**src/rtl/core/joint_target_shaper_macros.svh**
```systemverilog
// Assertion macros shared by the joint target shaper RTL.
`ifndef JOINT_TARGET_SHAPER_MACROS_SVH
`define JOINT_TARGET_SHAPER_MACROS_SVH

// Plain check on every clock edge outside reset.
`define JTS_ASSERT_CLK(label, expr, msg) \
  label: assert property (@(posedge clk) disable iff (rst) (expr)) else $error(msg);

// Same-cycle implication.
`define JTS_ASSERT_IMPL(label, ante, cons, msg) \
  label: assert property (@(posedge clk) disable iff (rst) (ante) |-> (cons)) \
    else $error(msg);

// Next-cycle implication.
`define JTS_ASSERT_NEXT(label, ante, cons, msg) \
  label: assert property (@(posedge clk) disable iff (rst) (ante) |=> (cons)) \
    else $error(msg);

`endif

```
**src/rtl/core/jts_pkg.sv**
```systemverilog
// Shared constants, types and helper functions of the joint target shaper.
package jts_pkg;

  localparam int JOINT_COUNT = 12;
  localparam int JIDX_W      = (JOINT_COUNT > 1) ? $clog2(JOINT_COUNT) : 1;

  // Configuration register indexes
  localparam int CFG_IDX_W = 2;
  localparam logic [CFG_IDX_W-1:0] REG_ACTION_GAIN    = 2'd0;
  localparam logic [CFG_IDX_W-1:0] REG_TASK_GAIN      = 2'd1;
  localparam logic [CFG_IDX_W-1:0] REG_POSITION_LIMIT = 2'd2;
  localparam logic [CFG_IDX_W-1:0] REG_MAX_STEP       = 2'd3;

  localparam logic [13:0] ACTION_GAIN_RST    = 14'd1024;
  localparam logic [12:0] TASK_GAIN_RST      = 13'd4096;
  localparam logic [14:0] POSITION_LIMIT_RST = 15'd4096;
  localparam logic [14:0] MAX_STEP_RST       = 15'd410;

  // Digit-serial multiplier geometry
  localparam int DIGIT_W    = 4;
  localparam int NUM_DIGITS = 4;
  localparam int MUL_B_W    = DIGIT_W * NUM_DIGITS;
  localparam int MUL_A_W    = 30;
  localparam int PROD_W     = MUL_A_W + MUL_B_W;
  localparam int MUL_CNT_W  = $clog2(NUM_DIGITS);

  // Product is Q.36, target is Q.12
  localparam int SHIFT   = 24;
  localparam int ROUND_W = PROD_W - SHIFT + 1;

  // Wide signed positions, enough for default +/- limit
  localparam int POS_W = 18;

  typedef enum logic [2:0] {
    ST_IDLE,
    ST_MUL1,
    ST_MUL2,
    ST_ROUND,
    ST_CLAMP,
    ST_SLEW,
    ST_DONE
  } state_t;

  function automatic logic signed [POS_W-1:0] sext_pos(input logic signed [15:0] x);
    sext_pos = {{(POS_W-16){x[15]}}, x};
  endfunction

  function automatic logic signed [15:0] sat16(input logic signed [POS_W-1:0] x);
    logic signed [POS_W-1:0] hi_lim;
    logic signed [POS_W-1:0] lo_lim;
    hi_lim = sext_pos(16'sh7fff);
    lo_lim = sext_pos(16'sh8000);
    if (x > hi_lim) begin
      sat16 = 16'sh7fff;
    end else if (x < lo_lim) begin
      sat16 = 16'sh8000;
    end else begin
      sat16 = x[15:0];
    end
  endfunction

endpackage

```
**src/rtl/core/jts_smul.sv**
```systemverilog
// Digit-serial multiplier, one multiplier digit per cycle, MSB digit first.
module jts_smul
  import jts_pkg::*;
(
  input  logic               clk,
  input  logic               rst,
  input  logic               start,
  input  logic [MUL_A_W-1:0] a,
  input  logic [MUL_B_W-1:0] b,
  output logic [PROD_W-1:0]  product,
  output logic               done
);

  localparam int PP_W = MUL_A_W + DIGIT_W;

  logic                 busy;
  logic [MUL_CNT_W-1:0] cnt;
  logic [MUL_A_W-1:0]   a_hold;
  logic [MUL_B_W-1:0]   b_sh;
  logic [PROD_W-1:0]    acc;
  logic [PP_W-1:0]      pp;

  assign pp      = PP_W'(a_hold) * PP_W'(b_sh[MUL_B_W-1 -: DIGIT_W]);
  assign product = acc;

  always_ff @(posedge clk) begin
    if (rst) begin
      busy <= 1'b0;
      done <= 1'b0;
      cnt  <= '0;
    end else begin
      done <= 1'b0;
      if (start) begin
        busy <= 1'b1;
        cnt  <= '0;
      end else if (busy) begin
        cnt <= cnt + MUL_CNT_W'(1);
        if (cnt == MUL_CNT_W'(NUM_DIGITS - 1)) begin
          busy <= 1'b0;
          done <= 1'b1;
        end
      end
    end
  end

  always_ff @(posedge clk) begin
    if (start) begin
      a_hold <= a;
      b_sh   <= b;
      acc    <= '0;
    end else if (busy) begin
      acc  <= {acc[PROD_W-DIGIT_W-1:0], DIGIT_W'(0)} + PROD_W'(pp);
      b_sh <= b_sh << DIGIT_W;
    end
  end

endmodule

```
**src/rtl/core/joint_target_shaper.sv**
```systemverilog
// Joint target shaper: scale, clamp and rate-limit a policy action per joint.
//
// Items come in on item_valid/item_stall; one result per item leaves on
// result_valid/result_stall. A transfer happens on a clock edge with valid
// high and stall low. Configuration is written through cfg_write, cfg_index
// and cfg_data; the user must do so only while no item is in flight, as the
// block does not enforce it. A load item (action = 0) sets the default and
// last target of an in-range joint; its result is registered from the done
// state once the output register is free. A shape item runs two 4-digit
// serial multiplies (action by action_gain, then by task_gain), a rounding
// state, a clamp state and a slew state, then registers its result from the
// done state in the same way. The next item is taken the cycle after the
// result is registered. Most of a shape item's time is in the multiplier.
// The output register lets the next item be accepted while a result waits;
// if the receiver stalls, the finished item waits in its last state until the
// output register is free, and item_stall stays high meanwhile.
// Synchronous reset restores the register defaults, zeroes all default and
// last targets and empties the output register.
`include "joint_target_shaper_macros.svh"

module joint_target_shaper
  import jts_pkg::*;
(
  input  logic                 clk,
  input  logic                 rst,
  // item channel
  input  logic                 item_valid,
  output logic                 item_stall,
  input  logic                 action,
  input  logic [3:0]           joint,
  input  logic signed [15:0]   value,
  input  logic                 not_finite,
  input  logic                 commit,
  // result channel
  output logic                 result_valid,
  input  logic                 result_stall,
  output logic [3:0]           out_joint,
  output logic signed [15:0]   target,
  output logic                 published,
  output logic                 clamped,
  output logic                 slew_limited,
  // configuration
  input  logic                 cfg_write,
  input  logic [CFG_IDX_W-1:0] cfg_index,
  input  logic [14:0]          cfg_data
);

  state_t state, state_next;

  logic [13:0] action_gain;
  logic [12:0] task_gain;
  logic [14:0] position_limit;
  logic [14:0] max_step;

  logic signed [15:0] def_pos  [JOINT_COUNT];
  logic signed [15:0] last_pos [JOINT_COUNT];

  // latched item
  logic               item_shape;
  logic [3:0]         item_joint;
  logic signed [15:0] item_value;
  logic               item_nf;
  logic               item_commit;
  logic               item_ok;
  logic [JIDX_W-1:0]  jidx;

  logic               item_fire;
  logic               finish;

  // multiplier
  logic               mul_start;
  logic [MUL_A_W-1:0] mul_a;
  logic [MUL_B_W-1:0] mul_b;
  logic [PROD_W-1:0]  mul_product;
  logic               mul_done;
  logic [15:0]        value_mag;

  // datapath
  logic [ROUND_W-1:0]      rnd;
  logic signed [15:0]      scaled, scaled_next;
  logic signed [15:0]      shaped, clamp_out, slew_out;
  logic                    clamp_flag, clamp_hit;
  logic                    slew_flag, slew_hit;
  logic signed [POS_W-1:0] def_ext, sum, lo, hi, lim;
  logic signed [POS_W-1:0] last_ext, shaped_ext, diff, step, slew_t;

  assign item_fire = item_valid && !item_stall;
  assign item_stall = rst || (state != ST_IDLE);
  assign jidx = JIDX_W'(item_joint);
  assign value_mag = value[15] ? (~value + 16'd1) : value;

  jts_smul u_smul (
    .clk     (clk),
    .rst     (rst),
    .start   (mul_start),
    .a       (mul_a),
    .b       (mul_b),
    .product (mul_product),
    .done    (mul_done)
  );

  // control
  always_ff @(posedge clk) begin
    if (rst) begin
      state <= ST_IDLE;
    end else begin
      state <= state_next;
    end
  end

  always_comb begin
    state_next = state;
    mul_start  = 1'b0;
    mul_a      = mul_product[MUL_A_W-1:0];
    mul_b      = MUL_B_W'(task_gain);
    finish     = 1'b0;
    case (state)
      ST_IDLE: begin
        mul_a = MUL_A_W'(value_mag);
        mul_b = MUL_B_W'(action_gain);
        if (item_fire) begin
          mul_start  = action;
          state_next = action ? ST_MUL1 : ST_DONE;
        end
      end
      ST_MUL1: begin
        if (mul_done) begin
          mul_start  = 1'b1;
          state_next = ST_MUL2;
        end
      end
      ST_MUL2: begin
        if (mul_done) begin
          state_next = ST_ROUND;
        end
      end
      ST_ROUND: state_next = ST_CLAMP;
      ST_CLAMP: state_next = ST_SLEW;
      ST_SLEW:  state_next = ST_DONE;
      ST_DONE: begin
        if (!result_valid || !result_stall) begin
          finish     = 1'b1;
          state_next = ST_IDLE;
        end
      end
      default: state_next = ST_IDLE;
    endcase
  end

  // configuration registers
  always_ff @(posedge clk) begin
    if (rst) begin
      action_gain    <= ACTION_GAIN_RST;
      task_gain      <= TASK_GAIN_RST;
      position_limit <= POSITION_LIMIT_RST;
      max_step       <= MAX_STEP_RST;
    end else if (cfg_write) begin
      case (cfg_index)
        REG_ACTION_GAIN:    action_gain    <= cfg_data[13:0];
        REG_TASK_GAIN:      task_gain      <= cfg_data[12:0];
        REG_POSITION_LIMIT: position_limit <= cfg_data[14:0];
        REG_MAX_STEP:       max_step       <= cfg_data[14:0];
        default: ;
      endcase
    end
  end

  // item capture
  always_ff @(posedge clk) begin
    if (item_fire) begin
      item_shape  <= action;
      item_joint  <= joint;
      item_value  <= value;
      item_nf     <= not_finite;
      item_commit <= commit;
      item_ok     <= (int'(joint) < JOINT_COUNT);
    end
  end

  // round to nearest, ties away from zero, then saturate the magnitude
  always_comb begin
    rnd = {1'b0, mul_product[PROD_W-1:SHIFT]} + ROUND_W'(mul_product[SHIFT-1]);
    if (item_nf) begin
      scaled_next = '0;
    end else if (item_value[15]) begin
      scaled_next = (rnd > ROUND_W'(32768)) ? 16'sh8000 : (~rnd[15:0] + 16'd1);
    end else begin
      scaled_next = (rnd > ROUND_W'(32767)) ? 16'sh7fff : rnd[15:0];
    end
  end

  // position clamp around the default
  always_comb begin
    def_ext   = item_ok ? sext_pos(def_pos[jidx]) : '0;
    lim       = {{(POS_W-15){1'b0}}, position_limit};
    sum       = def_ext + sext_pos(scaled);
    lo        = def_ext - lim;
    hi        = def_ext + lim;
    clamp_hit = 1'b0;
    if (sum < lo) begin
      clamp_out = sat16(lo);
      clamp_hit = 1'b1;
    end else if (sum > hi) begin
      clamp_out = sat16(hi);
      clamp_hit = 1'b1;
    end else begin
      clamp_out = sat16(sum);
    end
  end

  // step limit against the last committed target
  always_comb begin
    last_ext   = sext_pos(last_pos[jidx]);
    shaped_ext = sext_pos(shaped);
    step       = {{(POS_W-15){1'b0}}, max_step};
    diff       = shaped_ext - last_ext;
    slew_hit   = 1'b0;
    slew_t     = shaped_ext;
    if (item_commit && item_ok) begin
      if (diff > step) begin
        slew_t   = last_ext + step;
        slew_hit = 1'b1;
      end else if (diff < -step) begin
        slew_t   = last_ext - step;
        slew_hit = 1'b1;
      end
    end
    slew_out = sat16(slew_t);
  end

  always_ff @(posedge clk) begin
    case (state)
      ST_ROUND: scaled <= scaled_next;
      ST_CLAMP: begin
        shaped     <= clamp_out;
        clamp_flag <= clamp_hit;
      end
      ST_SLEW: begin
        shaped    <= slew_out;
        slew_flag <= slew_hit;
      end
      default: ;
    endcase
  end

  // per-joint state
  always_ff @(posedge clk) begin
    if (rst) begin
      for (int i = 0; i < JOINT_COUNT; i++) begin
        def_pos[i]  <= '0;
        last_pos[i] <= '0;
      end
    end else if (finish && item_ok) begin
      if (!item_shape) begin
        def_pos[jidx]  <= item_value;
        last_pos[jidx] <= item_value;
      end else if (item_commit) begin
        last_pos[jidx] <= shaped;
      end
    end
  end

  // output register
  always_ff @(posedge clk) begin
    if (rst) begin
      result_valid <= 1'b0;
    end else if (finish) begin
      result_valid <= 1'b1;
    end else if (!result_stall) begin
      result_valid <= 1'b0;
    end
  end

  always_ff @(posedge clk) begin
    if (finish) begin
      out_joint    <= item_joint;
      target       <= item_shape ? shaped : item_value;
      published    <= item_shape && item_commit && item_ok;
      clamped      <= item_shape && clamp_flag;
      slew_limited <= item_shape && slew_flag;
    end
  end

  `JTS_ASSERT_IMPL(a_mul_done_in_mul, mul_done,
                   (state == ST_MUL1) || (state == ST_MUL2),
                   "multiplier finished outside a multiply state")
  `JTS_ASSERT_NEXT(a_done_holds, (state == ST_DONE) && result_valid && result_stall,
                   state == ST_DONE, "finished item left while output was blocked")
  `JTS_ASSERT_IMPL(a_pub_joint_ok, result_valid && published,
                   int'(out_joint) < JOINT_COUNT,
                   "published a target for a joint out of range")
  `JTS_ASSERT_IMPL(a_slew_needs_pub, result_valid && slew_limited, published,
                   "step limited without commit")

endmodule
```
**config.mk**
```make
export PLATFORM = sky130hd
export DESIGN_NAME = joint_target_shaper
export DESIGN_NICKNAME = d
export VERILOG_FILES = /design/src/rtl/core/jts_pkg.sv /design/src/rtl/core/jts_smul.sv /design/src/rtl/core/joint_target_shaper.sv
export VERILOG_INCLUDE_DIRS = /design/src /design/src/rtl/core
export SDC_FILE = /design/constraint.sdc
export NUM_CORES = 2
export LEC_CHECK = 0
export BUFFER_PORTS_ARGS = -buffer_cell sky130_fd_sc_hd__buf_2
export CAP_MARGIN = 20
export CORE_ASPECT_RATIO = 0.5
export CORE_MARGIN = 1
export CORE_UTILIZATION = 32
export DETAILED_ROUTE_END_ITERATION = 8
export PLACE_DENSITY = 0.57
export SLEW_MARGIN = 20
export SYNTH_ARGS = -nofsm -noshare
export SYNTH_HDL_FRONTEND = slang
export SYNTH_SLANG_ARGS = --single-unit
```
**constraint.sdc**
```tcl
create_clock -name clk -period 10.2 [get_ports clk]
set_input_delay 1.02 -clock clk [delete_from_list [all_inputs] [get_ports clk]]
set_output_delay 1.02 -clock clk [all_outputs]
set_load 0.05 [all_outputs]
```
==> flow_summary.ini <==
[worst_setup_path]
cp-end-kind = flip-flop
reg2reg_to = shaped[2]
ff2ff_setup_slack_ns = 2.08
arrival_ns = 8.52
crit_path_max_fanout = 37
critPathKind = reg2reg
critPathRequiredTime_ns = 10.61
r2r_cells = 23
startpoint_type = flip-flop
timing.critical_path.to = shaped[2]

[grt]
grt_overflow_total = 0
grt_pass1_wl_mm = 187
grt_usage_pct = 18.0
grt_pass1_vias = 29600
antenna_found_initial = 4
grt_max_degree = 69

[clock_network]
insertion_delay_ns = 0.69
path_clk_slew_ns = 0.06
cts.sinks = 754
post_cts_buffers = 0
cts_tree = built
cts-buffers-inserted = 77
cts_root_buffer = clkbuf_16
cts.htree.levels = 3
clockBufferDepth = 3
cts-resized-gates = 0
postCtsHoldBufs = 0

[synthesis]
ys_warn_count = 0
syn_nets = 4095
netlist_area_um2 = 43400
synth_ff_type = edfxtp_1
synth_seq_cells = 754
synth-edff-count = 639
yosysSeqAreaShare_pct = 49.5
avgSynthCellArea_um2 = 11.6
yosysUniqueCellTypes = 83
synthCells = 3753
ys_async_sr_fraction_pct = 0

[layout]
fin_cells = 5614
fillers = 13100
stdcell_area_um2 = 48300
mostFrequentLayoutCells = 639 x edfxtp_1, 366 x nor2_1, 336 x nand2_1, 266 x and2_1, 206 x ha_1
final_common_cell = edfxtp_1
drive_above_1_share_pct = 12.9
area_growth_pct = 11.3
final_core_util_pct = 36.0
layout.nets = 4098

[placement]
post-place-ws_ns = 2.16
portBuffers = 69
routabilityCongestion = 0.876
dpl_cell_area_um2 = 45800
dpl.hpwl_mm = 86.8
place_inst = 5471

[sta]
slew_violations = 0
timing.hold.ws_ns = 0.461
slew_headroom_pct = 24.0
period_needed_ns = 8.12
hold_violations = 0
setup_tns_ns = 0
grt_setup_unrepaired = no
tightest_slew_ns = 1.14
timing.fmax_mhz = 123
setup_viol = 0
setup_slack_ns = 2.08
fin_skew_ns = 0.0478
finalCritPeriodShare_pct = 79.6

[routing]
vias = 29700
wl_met3_mm = 7.65
drt_iter0_drc = 2908
wirelength_mm = 124
top_layer = met5
drc = 0
ant_nets = 0
wl_per_cell_um = 22.1
met2_wirelength_mm = 56.9
drt_pass1_iterations = 6
viasPerCell = 5.29
m1WireLength_mm = 56.8

[floorplan]
core_area_um2 = 134000
row_count = 95
ios = 70
die_height_um = 262
die_area_um2 = 137000
initial_utilization_pct = 32.3
fp.dieW_um = 523

[worst_hold_path]
hold_path.class = reg2reg
hold_depth = 2

[pwr]
peakVddDrop_v = 0.000116
static-leakage-power_nw = 18.2
p_total_mw = 11.9
p_per_area_nw_per_um2 = 246

[job]
max_cap_viol_count = 0

[status]
outcome = finished clean
worst min-delay path by stage:
stage                              start        endpoint  slack (ns)
after floorplan            item_joint[3]    out_joint[3]        0.42
after global placement      task_gain[7]    task_gain[7]        0.44
after detailed placement    task_gain[5]    task_gain[5]        0.45
after CTS                         commit     item_commit        0.45
after global routing              commit     item_commit        0.47
final                     action_gain[0]  action_gain[0]        0.46
report_power, final:
group	switching, mW	total [mW]	internal [mW]
clock	1.30	2.87	1.57
combinational	3.03	5.09	2.06
sequential	0.308	3.93	3.62
critical path, cell delays in order, from the launching register on:
cell and delay (ns):
dfxtp_4 0.88, buf_4 0.43, mux4_2 0.53, mux2_2 0.27
o211a_1 0.29, ha_1 0.30, nand2b_1 0.14, a21oi_1 0.19
o21ai_0 0.16, a211oi_1 0.46, a211oi_1 0.24, o31ai_1 0.84
or2_2 0.24, ha_1 0.26, nor2b_1 0.17, a21oi_1 0.06
a211o_1 0.29, nor2b_1 0.12, a211oi_1 0.06, a21oi_1 0.72
nand4bb_1 0.55, a21oi_1 0.30, a211o_1 0.14, o221ai_1 0.12
logic make-up (layout without fill, tap and decap cells):
family / Yosys count / count (layout) / share of synthesized area, %
other: 0 / 2 / 0
buffers and inverters: 406 / 471 / 3.52
XOR/XNOR: 152 / 152 / 3.07
AO/OA/AOI/OAI: 637 / 637 / 9.60
AND/OR/NAND/NOR: 1272 / 1272 / 14.2
flip-flops: 754 / 754 / 49.5
adder cells (fa/ha/maj): 298 / 298 / 10.2
multiplexers: 234 / 234 / 9.96
flip-flops by register name (all words and copies together), names as in the netlist, 30 cells and up, named ones only:
signal,cells
u_smul.a_hold,30
u_smul.product,46
last_pos,256
def_pos,256
synth_stat cells (26+ instances only):
cell type | n | share of area [%]
nand2_1 | 336 | 2.9
mux2i_1 | 52 | 1.2
edfxtp_1 | 639 | 44
o21ai_0 | 114 | 1.3
a211oi_1 | 32 | 0.55
xnor2_1 | 101 | 2.0
dfxtp_1 | 115 | 5.3
clkbuf_1 | 181 | 1.6
nand3_1 | 53 | 0.61
fa_1 | 91 | 4.2
mux2_2 | 26 | 0.67
xor2_1 | 51 | 1.0
nand2b_1 | 44 | 0.63
inv_1 | 196 | 1.7
a21oi_1 | 195 | 2.2
and2_1 | 266 | 3.8
nor3_1 | 50 | 0.58
mux4_2 | 156 | 8.1
ha_1 | 206 | 5.9
o21a_1 | 33 | 0.57
a21o_1 | 57 | 0.99
nor2_1 | 367 | 3.2
layer usage:
metal / GRT usage (%) / vias to the layer above
met4: 4.51 / 4
li1: - / 13600
met1: 25.7 / 15000
met2: 28.6 / 938
met5: 0 / -
met3: 2.72 / 156
final cells by class:
type,count,area [µm²],share of cell area [%]
clock inverter,43,473,0.978
inverter,198,743,1.54
sequential,754,21500,44.5
tap,1794,2240,4.64
clock buffer,98,2080,4.29
timing repair buffer,132,846,1.75
multi-input combinational,2593,20500,42.3
antenna,2,5.00,0.0104
Power figures use the tool's default switching activity.
